$ cat src/design/periodic_task_tick_scheduler_core_assert.svh
// Assertion macros for the periodic task tick scheduler core.
`ifndef PERIODIC_TASK_TICK_SCHEDULER_CORE_ASSERT_SVH
`define PERIODIC_TASK_TICK_SCHEDULER_CORE_ASSERT_SVH

// Same-cycle implication, checked on every rising edge outside reset.
`define PTTS_ASSERT_NOW(label, ante, cons) \
  label: assert property (@(posedge clk) disable iff (rst) (ante) |-> (cons)) \
    else $error("ptts assertion failed");

// Next-cycle implication, checked on every rising edge outside reset.
`define PTTS_ASSERT_NEXT(label, ante, cons) \
  label: assert property (@(posedge clk) disable iff (rst) (ante) |=> (cons)) \
    else $error("ptts assertion failed");

`endif

$ cat src/design/ptts_pkg.sv
// Shared types and constants of the periodic task tick scheduler.
`timescale 1ns / 1ps
`default_nettype none
package ptts_pkg;

  localparam int SLOT_COUNT_DEF = 4;
  localparam int HANDLE_W       = 16;
  localparam int PERIOD_W       = 16;
  localparam int ARG_W          = 32;
  localparam int COUNT_W        = 32;
  localparam int SLOT_W         = 3;
  localparam int OP_W           = 2;
  localparam int IN_TDATA_W     = 64;
  localparam int OUT_TDATA_W    = 56;

  typedef enum logic [OP_W-1:0] {
    OP_TICK   = 2'd0,
    OP_ADD    = 2'd1,
    OP_DELETE = 2'd2
  } op_t;

  localparam logic KIND_IMMEDIATE = 1'b0;
  localparam logic KIND_PERIODIC  = 1'b1;

  typedef struct packed {
    logic                kind;
    logic [HANDLE_W-1:0] handle;
    logic [ARG_W-1:0]    argument;
    logic [SLOT_W-1:0]   slot;
    logic                last;
  } result_t;

endpackage
`default_nettype wire

$ cat src/design/periodic_task_tick_scheduler_core.sv
// Periodic task tick scheduler: a slot table, a sequencer and a shared remainder unit.
`timescale 1ns / 1ps
`default_nettype none
`include "periodic_task_tick_scheduler_core_assert.svh"
// A table of SLOT_COUNT periodic tasks. A tick word (tuser 0) bumps the
// 32-bit tick counter and fires every occupied slot whose nonzero period
// divides the new count, in slot order, one result word each with tlast on
// the final one; a tick that fires nothing gives no word. An add word (tuser 1)
// gives one immediate result naming the slot it lands in, or SLOT_COUNT when
// the table is full. A delete word (tuser 2) frees the first slot with that
// handle and gives no result. The block takes one input word at a time.
// A tick tests each occupied slot with a nonzero period in turn, through
// the single 32-step remainder unit, then gives one result word per fire.
// A stalled receiver holds the sequencer back. The result sits in an
// output register, so the next word is taken while it waits.
module periodic_task_tick_scheduler_core #(
  parameter int SLOT_COUNT = ptts_pkg::SLOT_COUNT_DEF
) (
  input  wire logic                             clk,
  input  wire logic                             rst,
  input  wire logic                             s_tvalid,
  output logic                                  s_tready,
  // task_handle [15:0], period [31:16], argument [63:32]
  input  wire logic [ptts_pkg::IN_TDATA_W-1:0]  s_tdata,
  // operation [1:0]
  input  wire logic [ptts_pkg::OP_W-1:0]        s_tuser,
  output logic                                  m_tvalid,
  input  wire logic                             m_tready,
  // fired_handle [15:0], fired_argument [47:16], slot [50:48], zero [55:51]
  output logic [ptts_pkg::OUT_TDATA_W-1:0]      m_tdata,
  // kind [0]
  output logic [0:0]                            m_tuser,
  output logic                                  m_tlast
);

  localparam int IDX_W = (SLOT_COUNT > 1) ? $clog2(SLOT_COUNT) : 1;

  typedef enum logic [2:0] {
    S_IDLE,
    S_ADD,
    S_CHECK,
    S_WAIT,
    S_EMIT
  } state_t;

  state_t state;

  // Slot table and request holding registers
  logic [ptts_pkg::HANDLE_W-1:0] slot_handle   [SLOT_COUNT];
  logic [ptts_pkg::PERIOD_W-1:0] slot_period   [SLOT_COUNT];
  logic [ptts_pkg::ARG_W-1:0]    slot_argument [SLOT_COUNT];
  logic [ptts_pkg::COUNT_W-1:0]  tick_count;
  logic [ptts_pkg::HANDLE_W-1:0] req_handle;
  logic [ptts_pkg::PERIOD_W-1:0] req_period;
  logic [ptts_pkg::ARG_W-1:0]    req_argument;
  logic [IDX_W-1:0]              idx;
  logic [SLOT_COUNT-1:0]         fire_mask;

  // Input word fields
  logic [ptts_pkg::HANDLE_W-1:0] in_handle;
  logic [ptts_pkg::PERIOD_W-1:0] in_period;
  logic [ptts_pkg::ARG_W-1:0]    in_argument;
  logic                          in_accept;

  // Search results
  logic                          free_hit;
  logic [IDX_W-1:0]              free_idx;
  logic                          del_hit;
  logic [IDX_W-1:0]              del_idx;
  logic                          emit_hit;
  logic [IDX_W-1:0]              emit_idx;
  logic [SLOT_COUNT-1:0]         mask_after;
  logic                          armed;

  // Remainder unit and output stage hookup
  logic                          rem_start;
  logic                          rem_busy;
  logic                          rem_done;
  logic                          rem_zero;
  logic                          push;
  logic                          push_ready;
  ptts_pkg::result_t             push_word;
  ptts_pkg::result_t             out_word;

  assign in_handle   = s_tdata[15:0];
  assign in_period   = s_tdata[31:16];
  assign in_argument = s_tdata[63:32];
  assign s_tready    = (state == S_IDLE) && !rst;
  assign in_accept   = s_tvalid && s_tready;

  // Find the first empty slot and the first slot matching the delete handle
  always_comb begin
    free_hit = 1'b0;
    free_idx = '0;
    del_hit  = 1'b0;
    del_idx  = '0;
    for (int i = 0; i < SLOT_COUNT; i++) begin
      if (!free_hit && slot_handle[i] == '0) begin
        free_hit = 1'b1;
        free_idx = IDX_W'(i);
      end
      if (!del_hit && slot_handle[i] == in_handle) begin
        del_hit = 1'b1;
        del_idx = IDX_W'(i);
      end
    end
  end

  // Pick the lowest pending fire and what remains after it
  always_comb begin
    emit_hit   = 1'b0;
    emit_idx   = '0;
    mask_after = fire_mask;
    for (int i = 0; i < SLOT_COUNT; i++) begin
      if (!emit_hit && fire_mask[i]) begin
        emit_hit      = 1'b1;
        emit_idx      = IDX_W'(i);
        mask_after[i] = 1'b0;
      end
    end
  end

  assign armed     = (slot_handle[idx] != '0) && (slot_period[idx] != '0);
  assign rem_start = (state == S_CHECK) && armed;

  // Build the result word for the current state
  always_comb begin
    push      = 1'b0;
    push_word = '0;
    case (state)
      S_ADD: begin
        push               = 1'b1;
        push_word.kind     = ptts_pkg::KIND_IMMEDIATE;
        push_word.handle   = req_handle;
        push_word.argument = req_argument;
        push_word.slot     = free_hit ? ptts_pkg::SLOT_W'(free_idx)
                                      : ptts_pkg::SLOT_W'(SLOT_COUNT);
        push_word.last     = 1'b1;
      end
      S_EMIT: begin
        push               = emit_hit;
        push_word.kind     = ptts_pkg::KIND_PERIODIC;
        push_word.handle   = slot_handle[emit_idx];
        push_word.argument = slot_argument[emit_idx];
        push_word.slot     = ptts_pkg::SLOT_W'(emit_idx);
        push_word.last     = (mask_after == '0);
      end
      default: begin
        push = 1'b0;
      end
    endcase
  end

  // Sequencer: take a word, test slots one by one, emit fires in order
  always_ff @(posedge clk) begin
    if (rst) begin
      state      <= S_IDLE;
      tick_count <= '0;
      idx        <= '0;
      fire_mask  <= '0;
    end else begin
      case (state)
        S_IDLE: begin
          if (in_accept) begin
            case (ptts_pkg::op_t'(s_tuser))
              ptts_pkg::OP_TICK: begin
                tick_count <= tick_count + ptts_pkg::COUNT_W'(1);
                idx        <= '0;
                fire_mask  <= '0;
                state      <= S_CHECK;
              end
              ptts_pkg::OP_ADD: begin
                state <= S_ADD;
              end
              default: begin
                state <= S_IDLE;
              end
            endcase
          end
        end
        S_ADD: begin
          if (push_ready) begin
            state <= S_IDLE;
          end
        end
        S_CHECK: begin
          if (armed) begin
            state <= S_WAIT;
          end else if (idx == IDX_W'(SLOT_COUNT - 1)) begin
            state <= S_EMIT;
          end else begin
            idx <= idx + IDX_W'(1);
          end
        end
        S_WAIT: begin
          if (rem_done) begin
            fire_mask[idx] <= rem_zero;
            if (idx == IDX_W'(SLOT_COUNT - 1)) begin
              state <= S_EMIT;
            end else begin
              idx   <= idx + IDX_W'(1);
              state <= S_CHECK;
            end
          end
        end
        S_EMIT: begin
          if (!emit_hit) begin
            state <= S_IDLE;
          end else if (push_ready) begin
            fire_mask <= mask_after;
            if (mask_after == '0) begin
              state <= S_IDLE;
            end
          end
        end
        default: begin
          state <= S_IDLE;
        end
      endcase
    end
  end

  // Latch the add request
  always_ff @(posedge clk) begin
    if (in_accept) begin
      req_handle   <= in_handle;
      req_period   <= in_period;
      req_argument <= in_argument;
    end
  end

  // Slot table: store on add, clear handle and period on delete
  always_ff @(posedge clk) begin
    if (rst) begin
      for (int i = 0; i < SLOT_COUNT; i++) begin
        slot_handle[i] <= '0;
      end
    end else if (state == S_ADD && push_ready && free_hit) begin
      slot_handle[free_idx]   <= req_handle;
      slot_period[free_idx]   <= req_period;
      slot_argument[free_idx] <= req_argument;
    end else if (in_accept && ptts_pkg::op_t'(s_tuser) == ptts_pkg::OP_DELETE
                 && del_hit) begin
      slot_handle[del_idx] <= '0;
      slot_period[del_idx] <= '0;
    end
  end

  ptts_rem u_rem (
    .clk      (clk),
    .rst      (rst),
    .start    (rem_start),
    .dividend (tick_count),
    .divisor  (slot_period[idx]),
    .busy     (rem_busy),
    .done     (rem_done),
    .rem_zero (rem_zero)
  );

  ptts_out_reg u_out (
    .clk        (clk),
    .rst        (rst),
    .push       (push),
    .push_word  (push_word),
    .push_ready (push_ready),
    .out_valid  (m_tvalid),
    .out_ready  (m_tready),
    .out_word   (out_word)
  );

  assign m_tdata = {5'd0, out_word.slot, out_word.argument, out_word.handle};
  assign m_tuser = out_word.kind;
  assign m_tlast = out_word.last;

  // No input is taken while the remainder unit runs
  `PTTS_ASSERT_NOW(a_busy_not_ready, rem_busy, !s_tready)
  // A finished remainder only arrives while the sequencer waits for it
  `PTTS_ASSERT_NOW(a_done_in_wait, rem_done, state == S_WAIT)
  // An immediate fire is always the only result of its add
  `PTTS_ASSERT_NOW(a_add_last, m_tvalid && m_tuser[0] == ptts_pkg::KIND_IMMEDIATE, m_tlast)
  // An accepted add keeps the input closed for its result cycle
  `PTTS_ASSERT_NEXT(a_add_busy, in_accept && s_tuser == ptts_pkg::OP_ADD, !s_tready)

endmodule
`default_nettype wire

$ cat src/design/ptts_rem.sv
// Shared bit-serial remainder unit: one restoring step per cycle.
`timescale 1ns / 1ps
`default_nettype none
module ptts_rem (
  input  wire logic                          clk,
  input  wire logic                          rst,
  input  wire logic                          start,
  input  wire logic [ptts_pkg::COUNT_W-1:0]  dividend,
  input  wire logic [ptts_pkg::PERIOD_W-1:0] divisor,
  output logic                               busy,
  output logic                               done,
  output logic                               rem_zero
);

  localparam int STEP_W = $clog2(ptts_pkg::COUNT_W);

  logic [ptts_pkg::PERIOD_W-1:0] rem;
  logic [ptts_pkg::PERIOD_W-1:0] rem_next;
  logic [ptts_pkg::COUNT_W-1:0]  dvd;
  logic [ptts_pkg::PERIOD_W-1:0] dvs;
  logic [STEP_W-1:0]             step;
  logic [ptts_pkg::PERIOD_W:0]   trial;
  logic                          take;

  // Shift in one dividend bit, subtract when the trial reaches the divisor
  always_comb begin
    trial    = {rem, dvd[ptts_pkg::COUNT_W-1]};
    take     = trial >= {1'b0, dvs};
    rem_next = take ? ptts_pkg::PERIOD_W'(trial - {1'b0, dvs})
                    : trial[ptts_pkg::PERIOD_W-1:0];
  end

  // Control: run one step per cycle, flag done after the last one
  always_ff @(posedge clk) begin
    if (rst) begin
      busy <= 1'b0;
      done <= 1'b0;
      step <= '0;
    end else begin
      done <= 1'b0;
      if (start) begin
        busy <= 1'b1;
        step <= '0;
      end else if (busy) begin
        step <= step + STEP_W'(1);
        if (step == STEP_W'(ptts_pkg::COUNT_W - 1)) begin
          busy <= 1'b0;
          done <= 1'b1;
        end
      end
    end
  end

  // Datapath: load operands, then advance the partial remainder
  always_ff @(posedge clk) begin
    if (start) begin
      rem <= '0;
      dvd <= dividend;
      dvs <= divisor;
    end else if (busy) begin
      rem <= rem_next;
      dvd <= {dvd[ptts_pkg::COUNT_W-2:0], 1'b0};
    end
  end

  assign rem_zero = (rem == '0);

endmodule
`default_nettype wire

$ cat src/design/ptts_out_reg.sv
// Output register stage for result words, decoupling the sequencer from the sink.
`timescale 1ns / 1ps
`default_nettype none
module ptts_out_reg (
  input  wire logic              clk,
  input  wire logic              rst,
  input  wire logic              push,
  input  wire ptts_pkg::result_t push_word,
  output logic                   push_ready,
  output logic                   out_valid,
  input  wire logic              out_ready,
  output ptts_pkg::result_t      out_word
);

  assign push_ready = !out_valid || out_ready;

  // Hold the word until taken, load a new one when the stage frees up
  always_ff @(posedge clk) begin
    if (rst) begin
      out_valid <= 1'b0;
    end else if (push_ready) begin
      out_valid <= push;
    end
  end

  always_ff @(posedge clk) begin
    if (push && push_ready) begin
      out_word <= push_word;
    end
  end

endmodule
`default_nettype wire
$ cat config.mk
export PLATFORM = sky130hd
export DESIGN_NAME = periodic_task_tick_scheduler_core
export DESIGN_NICKNAME = d
export VERILOG_FILES = /design/src/design/ptts_pkg.sv /design/src/design/periodic_task_tick_scheduler_core.sv /design/src/design/ptts_rem.sv /design/src/design/ptts_out_reg.sv
export VERILOG_INCLUDE_DIRS = /design/src /design/src/design
export SDC_FILE = /design/constraint.sdc
export NUM_CORES = 1
export LEC_CHECK = 0
export ABC_AREA = 1
export CAP_MARGIN = 5
export CORE_ASPECT_RATIO = 0.8
export CORE_MARGIN = 8
export CORE_UTILIZATION = 50
export CTS_CLUSTER_DIAMETER = 30
export DETAILED_ROUTE_END_ITERATION = 10
export DONT_BUFFER_PORTS = 1
export GPL_ROUTABILITY_DRIVEN = 0
export HOLD_SLACK_MARGIN = 0.12
export SYNTH_ARGS = -nofsm -noshare
export SYNTH_HDL_FRONTEND = slang
export SYNTH_SLANG_ARGS = --single-unit
$ cat constraint.sdc
create_clock -name clk -period 4.8 [get_ports clk]
set_clock_uncertainty 0.2 [all_clocks]
set_input_delay 0.48 -clock clk [delete_from_list [all_inputs] [get_ports clk]]
set_output_delay 0.48 -clock clk [all_outputs]
set_load 0.1 [all_outputs]
# After elaboration in Yosys (flattened, before gate mapping)
# Memory sizes are Yosys's and may differ from the RTL's. A register that Yosys moved wholly into a read port is not among the register bits.
# Cells that the tools add are included.
totals:
  ramBits: 256
  output_inout_bits: 60
  register_bits: 230
  elab_cells: 187
  mem_count: 3
  input_bits: 70
memory_table:
  columns: ["memory", "words", "width", "rd", "rd_ports_with_merged_regs", "wr", "line_no", "rtl"]
  rows:
  - ["slot_argument", 4, 32, 1, 0, 1, "periodic_task_tick_scheduler_core.sv:51", "logic [ptts_pkg::ARG_W-1:0] slot_argument [SLOT_COUNT];"]
  - ["slot_handle", 4, 16, 6, 1, 4, "periodic_task_tick_scheduler_core.sv:49", "logic [ptts_pkg::HANDLE_W-1:0] slot_handle [SLOT_COUNT];"]
  - ["slot_period", 4, 16, 1, 1, 1, "periodic_task_tick_scheduler_core.sv:50", "logic [ptts_pkg::PERIOD_W-1:0] slot_period [SLOT_COUNT];"]
classes:
  order_cmp: 3
  n_reduce_logical: 53
  muxes: 82
  bitwise: 1
  add_sub_neg: 4
  eq_ne: 22
op_table:
  columns: ["cell", "n"]
  rows:
  - ["53-bit one-hot mux with 2 select lines", 1]
  - ["16-bit zero test", 5]
  - ["16-bit equality test", 4]
  - ["16-bit 2-to-1 mux", 4]
  - ["32-bit 2-to-1 mux", 2]
  - ["16-bit OR reduction", 3]
  - ["2-bit 2-to-1 mux", 18]
  - ["1-bit 2-to-1 mux", 35]
  - ["32-bit by 1-bit adder with 32-bit output (second input constant)", 1]
  - ["16-bit nonzero test", 2]
  - ["3-bit 2-to-1 mux", 10]
  - ["4-bit 2-to-1 mux", 5]
  - ["1-bit logical AND", 19]
  - ["17-bit by 16-bit greater-or-equal comparator with 1-bit output", 1]
  - ["16-bit subtractor", 1]
  - ["3-bit one-hot mux with 5 select lines", 1]
  - ["4-bit one-hot mux with 3 select lines", 1]
  - ["6-bit AND reduction", 2]
  - ["1-bit zero test", 11]
  - ["2-bit inequality test (second input constant)", 5]
  - ["3-bit by 2-bit equality test with 1-bit output (second input constant)", 2]
  - ["3-bit inequality test (second input constant)", 2]
  - ["2-bit one-hot mux with 3 select lines", 1]
  - ["3-bit nonzero test", 2]
  - ["25 further kinds", 27]

# Depth between registers and ports, before layout
# An unclocked memory read counts as a cell.
logic_depth:
  depth_word: 19
  ltp_mapped: 18

# By module
# From an unflattened synthesis, not the netlist that was laid out.
unflattened:
  cells_unflattened: 2448
  area_unflattened_um2: 22839.4
modules_own_cells:
  columns: ["module", "area_per_inst_um2", "seq_area_each_um2", "cells_per_inst", "instances"]
  rows:
  - ["periodic_task_tick_scheduler_core", 17065.1, 10470.0, 1848, 1]
  - ["ptts_rem", 4135.2, 1901.8, 541, 1]
  - ["ptts_out_reg", 1639.1, 1611.5, 59, 1]

# Least setup slack after synthesis
# Ideal clock, no wire load.
synth_path:
  path_kind: "register to register"
  start: "register u_out.out_valid"
  end: "memory slot_argument[2][0] in the netlist's numbering, enable pin"
  n_path_buf: 2
  path_stages_with_launch: 8
  setup_ps: 461
  setup_slack_ps: 534
  arrival_ps: 3604
  t_required_ps: 4139
  synth_period_minus_slack_ps: 4266
  path_cell_list: "dfxtp_1 -> inv_1 -> nor2_1 -> nor2_2 -> nand3_1 -> buf_2 -> buf_6 -> nor3_1"
synth_via:
  elab_chain_len: 7
synth_rtl:
  columns: ["item", "line_no", "rtl"]
  rows:
  - ["from (decl)", "ptts_out_reg.sv:10", "output logic out_valid,"]
  - ["from (signal assigned)", "ptts_out_reg.sv:22", "out_valid <= push;"]
  - ["1-bit zero test", "ptts_out_reg.sv:15", "assign push_ready = !out_valid || out_ready;"]
  - ["1-bit logical OR", "ptts_out_reg.sv:15", null]
  - ["1-bit logical AND (2 in series)", "periodic_task_tick_scheduler_core.sv:238", "end else if (state == S_ADD && push_ready && free_hit) begin"]
  - ["1-bit 2-to-1 mux", "periodic_task_tick_scheduler_core.sv:238", null]
  - ["1-bit 2-to-1 mux", "periodic_task_tick_scheduler_core.sv:234", "if (rst) begin"]
  - ["1-bit 2-to-1 mux (not written as such)", "periodic_task_tick_scheduler_core.sv:241", "slot_argument[free_idx] <= req_argument;"]
  - ["to (decl)", "periodic_task_tick_scheduler_core.sv:51", null]
# Every way passes these cells.

==> impl_metrics.yaml <==
final_layout:
  final_nets: 2407
  utilization_pct: 61.0
  drive_gt1_share_pct: 10.8
  layout_commonest_cell: "nand2_1"
  layout_common_cells: "477 x nand2_1, 421 x edfxtp_1, 305 x nor2_1, 274 x inv_1, 130 x nand3_1"
  area_delta_synth_final_pct: 21.4
  fillCellCount: 3468
timing:
  timing.final.hold_violations: 0
  slew_violations: 0
  setup_viol: 0
  finalCriticalPeriod_ns: 3.55
  worstMarginPinSlew_ns: 1.08
  fmax_mhz: 282
  timing.setup.tns_ns: 0
  rsz0062_at_grt: "false"
  maxSlewHeadroom_pct: 27.9
  post-route-period-util_pct: 74.0
setup_path:
  ff2ff_setup_slack_ns: 1.27
  critical_path_arrival_ns: 3.54
  worstPathMaxFanout: 20
  critPathMaxStageDelay_ns: 1.17
  startpoint: "rst"
  crit_required_ns: 4.79
  cpMaxStageDelayCell: "dlygate4sd3_1"
  startpoint_type: "input pin"
  crit_chain: "dlygate4sd3_1, inv_1, nand3_1, buf_4, inv_1, nand2_1, nand2_4, nand2_4, nand2_1"
  r2r_start: "state[1]$_SDFFE_PP0P_"
  crit_type: "input pin to flop"
  reg2reg_to: "slot_handle[2][3]$_SDFFCE_PN0P_"
  end_kind: "flop"
  reg2regPathDepth: 11
hold_path:
  min_delay_path_depth: 7
  hold_end: "state[1]$_SDFFE_PP0P_"
  worstHoldStart: "s_tuser[0]"
  hold_class: "input pin to flop"
floorplanning:
  fp.coreArea_um2: 44000
  die-area_um2: 51300
  die_h_um: 204
  die_w_um: 251
  start_util_pct: 50.3
  rows: 69
  pin_count: 130
global_route:
  grt_usage_pct: 20.8
  first_global_vias: 15400
  grt_max_degree: 66
  antenna_found_initial: 0
  grt_pass1_wl_um: 84500
  grt.overflow.total: 0
synthesis:
  yosys_warnings: 0
  yosys.area.top_type_share_pct: 57.1
  avgSynthCellArea_um2: 10.1
  synth_cell_types: 55
  synth-seq-area-share_pct: 63.2
  ys.flop_type: "edfxtp_1"
  yosys-top-cells-area: "edfxtp_1 57%, nand2_1 8.1%, dfxtp_1 6.1%, nor2_1 5.2%, inv_1 4.6%"
  synth_edf_count: 421
  yosysTopAreaCell: "edfxtp_1"
  postSynthCellCount: 2200
  syn_area_um2: 22100
  ys_ff_latch: 488
  synth-async-reset-ratio_pct: 0
route:
  drt_iter0_drc: 1255
  drc: 0
  vias: 15700
  first_pass_iters: 6
  antenna_left: 0
  wl_um: 53700
  post_drt_wl_per_cell_um: 18.1
  vias_per_cell: 5.28
clock_tree:
  htree_levels: 3
  cts_root_buf: "clkbuf_16"
  cts_buffers: 98
  ctsResizeCount: 0
  cts.sinks: 488
  clockBufferDepth: 3
  cts_tree: "done"
  clk_latency_ns: 0.62
  clk_pin_slew_ns: 0.04
power_and_ir_drop:
  peakVddDrop_uv: 343
  p_per_area_nw_per_um2: 637
  power.leakage_nw: 10.7
job:
  cap_violations: 0
place:
  port_buffers: 0
  dp_hpwl_um: 33900
status:
  outcome: "complete, no violations"
[how the worst max path moves through the flow]
stage | end | cells past startpoint | slack, ns
2_1_floorplan | slot_argument[2][0]$_DFFE_PP_ | 7 | 0.53
3_3_place_gp | slot_handle[2][0]$_SDFFCE_PN0P_ | 11 | 1.35
3_5_place_dp | slot_handle[2][2]$_SDFFCE_PN0P_ | 11 | 1.25
4_1_cts | slot_handle[2][2]$_SDFFCE_PN0P_ | 9 | 1.26
5_1_grt | slot_handle[2][3]$_SDFFCE_PN0P_ | 11 | 1.08
6_report | slot_handle[2][3]$_SDFFCE_PN0P_ | 9 | 1.25
[cells by family after synthesis]
group / count (synthesis) / share of synthesized area, %
xor+xnor: 82 / 3.25
fa+ha+maj: 20 / 1.16
other cells: 1 / 0.0169
buf+inv: 375 / 6.90
compound gates: 224 / 6.22
simple gates: 1010 / 19.3
flops: 488 / 63.2
[synthesized netlist by cell type, drive strengths merged (4+ instances only)]
cell and number:
a211oi 4, a21o 4, a21oi 58, buf 48, clkbuf 35, dfxtp 67, edfxtp 421, ha 19
inv 292, nand2 485, nand3 133, nand4 17, nor2 329, nor3 36, o211ai 8, o21ai 91
o311ai 46, xnor2 11, xor2 71
[layer usage]
| layer | part of all wire, % | up-vias | global-route usage (%) |
|---|---|---|---|
| li1 | - | 7615 | - |
| met1 | 45 | 7389 | 28.4 |
| met2 | 45 | 581 | 32.3 |
| met3 | 8.4 | 88 | 6.05 |
| met4 | 1.9 | 0 | 6.08 |
| met5 | 0 | - | 0 |
[sequential cells by signal, summed over array words and instances, names as in the netlist, named ones only]
signal,flops
u_rem.dvd,32
slot_period,64
fire_mask,4
u_rem.rem,16
u_rem.step,5
u_out.out_word,53
idx,2
u_out.out_valid,1
u_rem.done,1
req_argument,32
u_rem.dvs,16
slot_argument,128
req_period,16
req_handle,16
state,3
slot_handle,64
u_rem.busy,1
tick_count,32
[cell type report]
cell class / instances / area [µm²] / area share [%]
Tap cell: 568 / 711 / 2.65
Clock buffer: 111 / 2570 / 9.58
Inverter: 292 / 1100 / 4.09
Multi-Input combinational cell: 1341 / 6690 / 24.9
Antenna cell: 1 / 2.50 / 0.00932
Sequential cell: 488 / 14000 / 52.1
Timing Repair Buffer: 96 / 903 / 3.36
Clock inverter: 72 / 898 / 3.34
[worst max-delay path, delay by kind of cell]
kind | cells | cell delay (ns)
buf+inv | 4 | 1.80
simple gates | 5 | 1.22
[repair_timing]
item	4_1_cts	5_1_grt
hold buffers	68	0
buffers inserted	0	0
hold endpoints to repair	86	0
[through the flow]
step	instances	hold WS [ns]	total power [mW]	setup WS, ns	instance area, µm²
final	2969	0.192	17.1	1.25	26900
after global routing	2968	0.208	17.9	1.08	26900
after CTS	2968	0.145	17.2	1.26	26900
after detailed placement	2717	0.249	10.2	1.25	22700
after global placement	2717	0.247	10.1	1.35	22700
after floorplan	2204	0.245	9.16	0.534	22100
[power by group]
group / total (mW) / switching [mW] / internal, mW / leakage (nW)
Combinational: 3.63 / 2.62 / 1.02 / 4.59
Sequential: 6.55 / 1.15 / 5.40 / 4.47
Clock: 6.91 / 2.28 / 4.64 / 1.65
Power figures use the tool's default switching activity.
